`src/ipv4_header_generator_defines.svh`:
```
// Assertion helpers used by ipv4_header_generator; clk and rst_n must be in scope.
`ifndef IPV4_HEADER_GENERATOR_DEFINES_SVH
`define IPV4_HEADER_GENERATOR_DEFINES_SVH

// Same-cycle implication, checked outside reset.
`define IHG_ASSERT_NOW(label, ante, cons, msg) \
  label: assert property (@(posedge clk) disable iff (!rst_n) (ante) |-> (cons)) \
    else $error(msg);

// Next-cycle implication, checked outside reset.
`define IHG_ASSERT_NEXT(label, ante, cons, msg) \
  label: assert property (@(posedge clk) disable iff (!rst_n) (ante) |=> (cons)) \
    else $error(msg);

`endif

```
`src/ihg_pkg.sv`:
```
package ihg_pkg;

  localparam int unsigned MAX_FRAME_PAYLOAD_DEF = 1500;

  localparam logic [7:0]  VER_IHL   = 8'h45;
  localparam logic [7:0]  TTL_VALUE = 8'd64;
  localparam logic [16:0] HDR_BYTES = 17'd20;
  localparam logic [15:0] MASK16    = 16'hFFFF;

  // Order of the five header words on the result channel.
  typedef enum logic [2:0] {
    W_LEN,
    W_IDENT,
    W_TTL,
    W_SRC,
    W_DST
  } word_sel_t;

  // One request as handed to the word emitter.
  typedef struct packed {
    logic        err;
    logic [15:0] total;
    logic [15:0] ident;
    logic [7:0]  proto;
    logic [31:0] dst;
    logic [18:0] sum;   // raw sum of the header halfwords, not yet folded
  } req_t;

  function automatic logic [15:0] csum_fold(input logic [18:0] s);
    logic [16:0] s1;
    logic [16:0] s2;
    s1 = {1'b0, s[15:0]} + {14'd0, s[18:16]};
    s2 = {1'b0, s1[15:0]} + {16'd0, s1[16]};
    return s2[15:0] ^ MASK16;
  endfunction

endpackage

```
`src/ihg_req_if.sv`:
```
interface ihg_req_if;
  logic        valid;
  logic        ready;
  logic [31:0] dst_address;
  logic [7:0]  protocol_number;
  logic [15:0] payload_length;

  modport source (output valid, output dst_address, output protocol_number,
                  output payload_length, input ready);
  modport sink   (input valid, input dst_address, input protocol_number,
                  input payload_length, output ready);
endinterface

```
`src/ihg_res_if.sv`:
```
interface ihg_res_if;
  logic        valid;
  logic        ready;
  logic [31:0] header_word;
  logic        last_word;
  logic        status;

  modport source (output valid, output header_word, output last_word,
                  output status, input ready);
  modport sink   (input valid, input header_word, input last_word,
                  input status, output ready);
endinterface

```
`src/ihg_header_emit.sv`:
```
module ihg_header_emit (
  input  logic          clk,
  input  logic          rst_n,
  input  logic [31:0]   src_addr,
  input  logic          req_valid,
  output logic          req_ready,
  input  ihg_pkg::req_t req,
  ihg_res_if.source     res
);
  import ihg_pkg::*;

  logic      e_valid_r;
  req_t      e_req_r;
  word_sel_t e_idx_r;
  word_sel_t e_idx_nxt;
  logic      out_valid_r;
  logic [31:0] out_word_r;
  logic        out_last_r;
  logic        out_status_r;

  logic        load_ok;
  logic        emit;
  logic        is_last;
  logic        done;
  logic        take;
  logic [31:0] word_nxt;

  assign load_ok   = !out_valid_r || res.ready;
  assign emit      = e_valid_r && load_ok;
  assign is_last   = e_req_r.err || (e_idx_r == W_DST);
  assign done      = emit && is_last;
  assign req_ready = !e_valid_r || done;
  assign take      = req_valid && req_ready;
  assign e_idx_nxt = word_sel_t'(e_idx_r + 3'd1);

  always_comb begin
    case (e_idx_r)
      W_LEN:   word_nxt = {VER_IHL, 8'h00, e_req_r.total};
      W_IDENT: word_nxt = {e_req_r.ident, 16'h0000};
      W_TTL:   word_nxt = {TTL_VALUE, e_req_r.proto, csum_fold(e_req_r.sum)};
      W_SRC:   word_nxt = src_addr;
      W_DST:   word_nxt = e_req_r.dst;
      default: word_nxt = 32'd0;
    endcase
    // rejected request: one zero beat
    if (e_req_r.err) begin
      word_nxt = 32'd0;
    end
  end

  always_ff @(posedge clk) begin
    if (!rst_n) begin
      e_valid_r   <= 1'b0;
      e_idx_r     <= W_LEN;
      out_valid_r <= 1'b0;
    end else begin
      if (take) begin
        e_valid_r <= 1'b1;
        e_idx_r   <= W_LEN;
      end else if (done) begin
        e_valid_r <= 1'b0;
      end else if (emit) begin
        e_idx_r <= e_idx_nxt;
      end
      if (emit) begin
        out_valid_r <= 1'b1;
      end else if (res.ready) begin
        out_valid_r <= 1'b0;
      end
    end
  end

  always_ff @(posedge clk) begin
    if (take) begin
      e_req_r <= req;
    end
    if (emit) begin
      out_word_r   <= word_nxt;
      out_last_r   <= is_last;
      out_status_r <= e_req_r.err;
    end
  end

  assign res.valid       = out_valid_r;
  assign res.header_word = out_word_r;
  assign res.last_word   = out_last_r;
  assign res.status      = out_status_r;

endmodule

```
`src/ipv4_header_generator.sv`:
```
// channel   dir  beat payload                                   handshake
// in_req    in   dst_address, protocol_number, payload_length   valid/ready
// out_res   out  header_word, last_word, status                 valid/ready
// cfg       in   cfg_wdata = source_address                     cfg_we
//
// A good request yields five beats, a rejected one a single beat; the output
// register moves one beat per cycle while out_res.ready is high, so rejected
// requests pass one per cycle then; a new request is taken as the last beat
// of the current one is emitted. Beats pass the hold, emit and output registers.
// rst_n is synchronous: clears the identification counter, source address and
// all valid flags. Output stalls back up through the emitter into the hold stage.
`include "ipv4_header_generator_defines.svh"

module ipv4_header_generator #(
  parameter int unsigned MAX_FRAME_PAYLOAD = ihg_pkg::MAX_FRAME_PAYLOAD_DEF
) (
  input  logic        clk,
  input  logic        rst_n,
  input  logic        cfg_we,
  input  logic [31:0] cfg_wdata,
  ihg_req_if.sink     in_req,
  ihg_res_if.source   out_res
);
  import ihg_pkg::*;

  localparam logic [16:0] MaxTotal = 17'(MAX_FRAME_PAYLOAD);

  logic [31:0] src_r;
  logic [15:0] ident_r;
  logic [15:0] ident_nxt;

  logic        a_valid_r;
  logic        a_err_r;
  logic [15:0] a_total_r;
  logic [15:0] a_ident_r;
  logic [7:0]  a_proto_r;
  logic [31:0] a_dst_r;

  logic [16:0] total17;
  logic        too_large;
  logic        in_fire;
  logic        e_ready;
  logic        a_take;
  req_t        a_req;
  logic        good_fire;
  logic        err_beat_ok;

  assign total17   = HDR_BYTES + {1'b0, in_req.payload_length};
  assign too_large = total17 > MaxTotal;
  assign a_take    = a_valid_r && e_ready;
  assign in_req.ready = !a_valid_r || a_take;
  assign in_fire   = in_req.valid && in_req.ready;
  assign ident_nxt = ident_r + 16'd1;
  assign good_fire   = in_fire && !too_large;
  assign err_beat_ok = out_res.last_word && (out_res.header_word == 32'd0);

  always_comb begin
    a_req.err   = a_err_r;
    a_req.total = a_total_r;
    a_req.ident = a_ident_r;
    a_req.proto = a_proto_r;
    a_req.dst   = a_dst_r;
    a_req.sum   = {3'd0, VER_IHL, 8'h00} + {3'd0, a_total_r} + {3'd0, a_ident_r}
                + {3'd0, TTL_VALUE, a_proto_r}
                + {3'd0, src_r[31:16]} + {3'd0, src_r[15:0]}
                + {3'd0, a_dst_r[31:16]} + {3'd0, a_dst_r[15:0]};
  end

  always_ff @(posedge clk) begin
    if (!rst_n) begin
      src_r     <= 32'd0;
      ident_r   <= 16'd0;
      a_valid_r <= 1'b0;
    end else begin
      if (cfg_we) begin
        src_r <= cfg_wdata;
      end
      if (in_fire && !too_large) begin
        ident_r <= ident_nxt;
      end
      if (in_fire) begin
        a_valid_r <= 1'b1;
      end else if (a_take) begin
        a_valid_r <= 1'b0;
      end
    end
  end

  always_ff @(posedge clk) begin
    if (in_fire) begin
      a_err_r   <= too_large;
      a_total_r <= total17[15:0];
      a_ident_r <= ident_nxt;
      a_proto_r <= in_req.protocol_number;
      a_dst_r   <= in_req.dst_address;
    end
  end

  ihg_header_emit u_emit (
    .clk       (clk),
    .rst_n     (rst_n),
    .src_addr  (src_r),
    .req_valid (a_valid_r),
    .req_ready (e_ready),
    .req       (a_req),
    .res       (out_res)
  );

  `IHG_ASSERT_NEXT(a_ident_hold, !good_fire, ident_r == $past(ident_r), "stray ident update")
  `IHG_ASSERT_NEXT(a_hold_fill, in_fire, a_valid_r, "accepted request not held")
  `IHG_ASSERT_NOW(a_err_beat, out_res.valid && out_res.status, err_beat_ok, "bad error beat")

endmodule
```
`src/flat_wrapper.sv`:
```
// flat-port wrapper written by rule: the top's interface ports become plain ports
module ipv4_header_generator_flat import ihg_pkg::*;
#(
  parameter int unsigned MAX_FRAME_PAYLOAD = ihg_pkg::MAX_FRAME_PAYLOAD_DEF
)
  (clk, rst_n, cfg_we, cfg_wdata, in_req_valid, in_req_dst_address, in_req_protocol_number, in_req_payload_length, in_req_ready, out_res_valid, out_res_header_word, out_res_last_word, out_res_status, out_res_ready);
  ihg_req_if in_req_i ();
  ihg_res_if out_res_i ();
  input  logic clk;
  input  logic rst_n;
  input  logic cfg_we;
  input  logic [31:0] cfg_wdata;
  input wire logic [$bits(in_req_i.valid)-1:0] in_req_valid;
  input wire logic [$bits(in_req_i.dst_address)-1:0] in_req_dst_address;
  input wire logic [$bits(in_req_i.protocol_number)-1:0] in_req_protocol_number;
  input wire logic [$bits(in_req_i.payload_length)-1:0] in_req_payload_length;
  output wire logic [$bits(in_req_i.ready)-1:0] in_req_ready;
  output wire logic [$bits(out_res_i.valid)-1:0] out_res_valid;
  output wire logic [$bits(out_res_i.header_word)-1:0] out_res_header_word;
  output wire logic [$bits(out_res_i.last_word)-1:0] out_res_last_word;
  output wire logic [$bits(out_res_i.status)-1:0] out_res_status;
  input wire logic [$bits(out_res_i.ready)-1:0] out_res_ready;
  assign in_req_i.valid = in_req_valid;
  assign in_req_i.dst_address = in_req_dst_address;
  assign in_req_i.protocol_number = in_req_protocol_number;
  assign in_req_i.payload_length = in_req_payload_length;
  assign in_req_ready = in_req_i.ready;
  assign out_res_valid = out_res_i.valid;
  assign out_res_header_word = out_res_i.header_word;
  assign out_res_last_word = out_res_i.last_word;
  assign out_res_status = out_res_i.status;
  assign out_res_i.ready = out_res_ready;
  ipv4_header_generator #(.MAX_FRAME_PAYLOAD(MAX_FRAME_PAYLOAD)) u_core (.clk(clk), .rst_n(rst_n), .cfg_we(cfg_we), .cfg_wdata(cfg_wdata), .in_req(in_req_i), .out_res(out_res_i));
endmodule
```
`config.mk`:
```
export PLATFORM = sky130hd
export DESIGN_NAME = ipv4_header_generator_flat
export DESIGN_NICKNAME = d
export VERILOG_FILES = /design/src/ihg_pkg.sv /design/src/ihg_req_if.sv /design/src/ihg_res_if.sv /design/src/ihg_header_emit.sv /design/src/ipv4_header_generator.sv /design/src/flat_wrapper.sv
export VERILOG_INCLUDE_DIRS = /design/src /design/src/src
export SDC_FILE = /design/constraint.sdc
export NUM_CORES = 1
export LEC_CHECK = 0
export ABC_CLOCK_PERIOD_IN_PS = 8000
export BUFFER_PORTS_ARGS = -buffer_cell sky130_fd_sc_hd__buf_2
export CORE_ASPECT_RATIO = 1.4
export CORE_MARGIN = 1.5
export CORE_UTILIZATION = 60
export CTS_BUF_LIST = sky130_fd_sc_hd__clkbuf_8
export DETAILED_ROUTE_END_ITERATION = 10
export GPL_TIMING_DRIVEN = 0
export PLACE_DENSITY = 0.81
export SLEW_MARGIN = 20
export SYNTH_ARGS = -nofsm -noshare
export SYNTH_HDL_FRONTEND = slang
export SYNTH_SLANG_ARGS = --single-unit
export TNS_END_PERCENT = 30
```
`constraint.sdc`:
```
create_clock -name clk -period 8 [get_ports clk]
set_input_delay 0.4 -clock clk [delete_from_list [all_inputs] [get_ports clk]]
set_output_delay 0.4 -clock clk [all_outputs]
set_load 0.02 [all_outputs]
```
* Word level (Yosys, flattened, before mapping)
Cells that the tools add are included.
** Word-level totals
- Flip-flop bits (word level) :: 253
- Input bits :: 93
- Output and inout port bits :: 36
- Word-level logic and storage cells :: 66
** Cells by class
- Add/sub/neg operators :: 12
- Magnitude comparators :: 1
- Eq/ne operators :: 4
- Muxes and demuxes :: 7
- Bitwise operators :: 3
- Reductions and logical operators :: 19
** Operator list (count)
- case mux 32 bit (5 select lines) :: 1
- adder 19 x 16 -> 19 bit :: 5
- adder 19 x 15 -> 19 bit :: 1
- adder 15 x 16 -> 17 bit, first input constant :: 1
- adder 16 x 3 -> 17 bit :: 1
- adder 5 x 16 -> 17 bit, first input constant :: 1
- greater-than comparator 17 x 11 -> 1 bit, second input constant :: 1
- adder 16 x 1 -> 16 bit :: 1
- adder 16 x 1 -> 16 bit, second input constant :: 1
- NOT 16 bit :: 1
- == test 3 x 2 -> 1 bit, second input constant :: 2
- 2-to-1 mux 1 bit :: 6
- nonzero test 2 bit :: 3
- logical AND 1 bit :: 5
- zero test 1 bit :: 4
- logical OR 1 bit :: 4
- adder 3 x 1 -> 3 bit, second input constant :: 1
- == test 3 x 1 -> 1 bit, second input constant :: 1
- == test 3 bit, second input constant :: 1
- zero test 3 bit :: 1
- NOT 1 bit :: 2
- AND reduction 2 bit :: 1
- OR reduction 2 bit :: 1

* Depth between registers and ports, before layout
- Depth in word-level cells :: 9
- Gate-level depth with buffers :: 17
- Depth with buffers taken out :: 17

* Modules after synthesis
A second synthesis with hierarchy kept.
** Unflattened totals
- Cell total of the unflattened synthesis :: 1085
- Area, all modules :: 13410.4 sq um
** Modules (own cells, without submodules)
- ipv4_header_generator :: instances 1, cells an instance 672, area an instance 7594.8 sq um, seq. area each 3173.0 sq um
- ihg_header_emit :: instances 1, cells an instance 413, area an instance 5815.6 sq um, seq. area each 3883.7 sq um

* Least setup slack after synthesis
No wires, ideal clock.
- Path type :: register to register
- Start :: register u_core.u_emit.e_idx_r[0]
- End :: register u_core.u_emit.e_idx_r[0]
- Library setup time :: 0.120 ns
- Arrival time :: 5.513 ns
- Required time :: 7.880 ns
- Setup slack :: 2.367 ns
- Stages on the path, launching flop included :: 8
- Buffers on the path :: 0
- Clock period less this slack :: 5.633 ns
- Cells stage by stage :: dfxtp_1 > inv_1 > ha_1 > a21oi_1 > o21a_1 > nor2b_1 > nand2b_1 > nor2_1
** Between the ends
- Elaborated cells between the ends (all ways) :: 9
- Those cells by class :: 1 x add/sub; 1 x eq/ne; 1 x bitwise; 6 x reduce/logical
** RTL lines
- start: declaration :: RTL line ihg_header_emit.sv:14 : word_sel_t e_idx_r;
- start signal: assignment :: RTL line ihg_header_emit.sv:63 : e_idx_r <= e_idx_nxt;
- adder 3 x 1 -> 3 bit :: RTL line ihg_header_emit.sv:34 : assign e_idx_nxt = word_sel_t'(e_idx_r + 3'd1);
- named net u_core.u_emit.e_idx_nxt[0] :: RTL line ihg_header_emit.sv:15 : word_sel_t e_idx_nxt;
The timed path passes the listed nets, and every way through them passes these cells.
A chain may end at the register's enable or synchronous reset.

==> out/results.ini <==
[floorplan]
top_level_ports = 129
start_util = 0.614
die_y_um = 178
core_area_um2 = 21300
dieArea_um2 = 22700
fp.dieW_um = 128
rows = 63

[worst_hold_path]
holdCritPathClass = in -> reg

[timing]
setup_violations = 0
drv_slew = 0
fin_skew_ps = 15.4
relSlewSlack = 0.281
period_minus_slack_ps = 5150
final-hold-violation-count = 0
fin_crit_sh = 0.644
rsz0062_at_grt = false
fin_setup_tns_ps = 0
max_slew.worst_pin.slew_ps = 1080
fmax_mhz = 194

[worst_setup_path]
reg2reg_from = u_core.a_total_r[2]
crit_start = u_core.a_total_r[2]
crit_arrival_ps = 5440
startpoint_type = flip-flop
worst-setup-path-type = reg -> reg
worstSetupEndpointType = flip-flop
crit_path_end = u_core.u_emit.e_req_r[17]
path_max_fanout = 3
critPathRequiredTime_ps = 8290
r2r_end = u_core.u_emit.e_req_r[17]
r2r_cells = 14
r2r_setup_slack_ps = 2850

[clock_network]
hold_buffers = 0
cts-htree-levels = 2
cts_tree = built
insertion_delay_ps = 540
clockBufferDepth = 3
cts_buffers = 39
cts_resized = 0
root_buffer = clkbuf_8
post_cts_buffers = 0
clk_pin_slew_ps = 60
cts_num_sinks = 253

[global_route]
grt_pass1_vias = 8929
overflow = 0
met2_usage = 0.496
grt_pass1_wl_mm = 47.2
grt_max_degree = 59
met3_usage = 0.0422
antenna_found_initial = 0
grt_util_met1 = 0.325
grt.total_usage = 0.280
grt.busiest_layer = met2

[yosys]
synth_xor_area_frac = 0.0462
muxShareOfSynthArea = 0.0429
synth_edf_count = 199
synthArstFlopShare = 0
synth_simple_gate_area_frac = 0.0822
synth_top_area_share = 0.457
avgSynthCellArea_um2 = 12.9
yosys-top-cells-area = edfxtp_1, fa_1, dfxtp_1
synth_fp_nets = 1222
synth_compound_area_frac = 0.0924
yosysSeqAreaShare = 0.540
synth_top_family_by_area = adder cells
yosysTopAreaCell = edfxtp_1
synth-seq-cells = 253
synth-adder-area-share = 0.152
yosysWarnings = 0
netlist_area_um2 = 13100
synth_cell_types = 79
synthFlopType = edfxtp_1
syn-instance-count = 1013

[placement]
place_hpwl_mm = 23.3
io_buffers = 127
place_area_um2 = 14200
globalplace.congestion = 0.905

[routing]
postRouteAntennaNets = 0
vias = 8709
drc = 0
via_per_inst = 5.90
dr.pass1.iters = 6
drt_iter0_drc = 562
wirelength_mm = 30.8
routedWlPerCell_um = 20.8

[run]
drv_cap = 0

[power]
power.density_nw_per_um2 = 277
leakage_nw = 6.12
ir_drop_mv = 0.142

[cells_and_area]
drive_gt1_frac = 0.195
final_cell_mix = edfxtp_1, buf_2, inv_1
fillers = 1438
mostFrequentLayoutCell = edfxtp_1
final_nets = 1395
stdcell_area_um2 = 14900
antenna_cells = 0
synthToLayoutAreaGrowth_pct = 14.1
post-route-util = 0.701

[status]
outcome = complete, no violations

-- registers in the layout (all words and copies together) (netlist names), 3 cells and up --
signal                         flops
u_core.a_dst_r                    32
u_core.ident_r                    16
u_core.u_emit.res.header_word     32
u_core.a_total_r                  16
u_core.src_r                      32
u_core.a_ident_r                  16
u_core.a_proto_r                   8
u_core.u_emit.e_idx_r              3
u_core.u_emit.e_req_r             92
-- power by group --
| group | total, mW | internal (mW) | switching [mW] |
|---|---|---|---|
| Combinational | 1.44 | 0.619 | 0.818 |
| Clock | 1.02 | 0.526 | 0.489 |
| Sequential | 1.68 | 1.60 | 0.0848 |
| Total | 4.13 | 2.74 | 1.39 |
-- Yosys cell counts (6+ instances only) --
cell type,n
a21oi_1,44
a222oi_1,10
a22oi_1,25
and2_1,9
and3_1,12
buf_1,8
clkbuf_1,16
dfxtp_1,54
edfxtp_1,199
fa_1,71
ha_1,45
inv_1,113
mux2_2,16
mux2i_1,38
nand2_1,29
nand3_1,12
nor2_1,86
nor2b_1,6
nor3_1,9
o2111ai_1,9
o21ai_0,17
o31ai_1,7
or3_1,11
xnor2_1,45
xor2_1,22
-- area by class of cell --
type / instances / area, µm² / share of cell area
Clock buffer: 46 / 633 / 0.0425
Multi-Input combinational cell: 616 / 5450 / 0.365
Tap cell: 260 / 325 / 0.0218
Buffer: 31 / 160 / 0.0107
Sequential cell: 253 / 7060 / 0.473
Inverter: 113 / 424 / 0.0284
Timing Repair Buffer: 132 / 751 / 0.0503
Clock inverter: 26 / 115 / 0.00772
-- routing by layer --
metal	wire [µm]	part of all wire
met5	0	0
met4	1640	0.053
met3	1870	0.061
met2	16000	0.52
met1	11300	0.37
-- cells by family (layout without fill, tap and decap cells) --
group	after synthesis	in the layout
adder cells (fa/ha/maj)	116	116
XOR/XNOR	68	68
buffers and inverters	144	348
flip-flops	253	253
multiplexers	54	54
AND/OR/NAND/NOR	211	211
AO/OA/AOI/OAI	167	167
-- critical path: stages (launching register included) --
cell and delay, ps:
edfxtp_1 480, fa_1 580, inv_1 50, fa_1 460, fa_1 510, fa_1 520
inv_1 70, fa_1 480, a211oi_1 280, o21bai_1 140, o41ai_1 460, a311oi_1 280
a211o_1 330, a21oi_1 180, xnor2_1 80
-- stage by stage --
stage	power (mW)	setup WS [ps]	instances	hold WS (ps)
2_1_floorplan	2.77	2370	1013	400
3_3_place_gp	3.07	511	1400	432
3_5_place_dp	3.11	2920	1405	433
4_1_cts	4.13	2900	1477	21.2
5_1_grt	4.36	2570	1477	23.0
6_report	4.13	2850	1477	36.1
-- how the worst min path moves through the flow --
stage                              start                        end  slack [ps]  cells past startpoint
2_1_floorplan             u_core.a_err_r  u_core.u_emit.e_req_r[91]         400                      0
3_3_place_gp         u_core.a_total_r[1]  u_core.u_emit.e_req_r[76]         430                      0
3_5_place_dp         u_core.a_proto_r[1]  u_core.u_emit.e_req_r[52]         430                      0
4_1_cts        in_req_protocol_number[6]        u_core.a_proto_r[6]          20                      1
5_1_grt        in_req_protocol_number[0]        u_core.a_proto_r[0]          20                      1
6_report          in_req_dst_address[16]         u_core.a_dst_r[16]          40                      1
(Power assumes the default switching activity.)
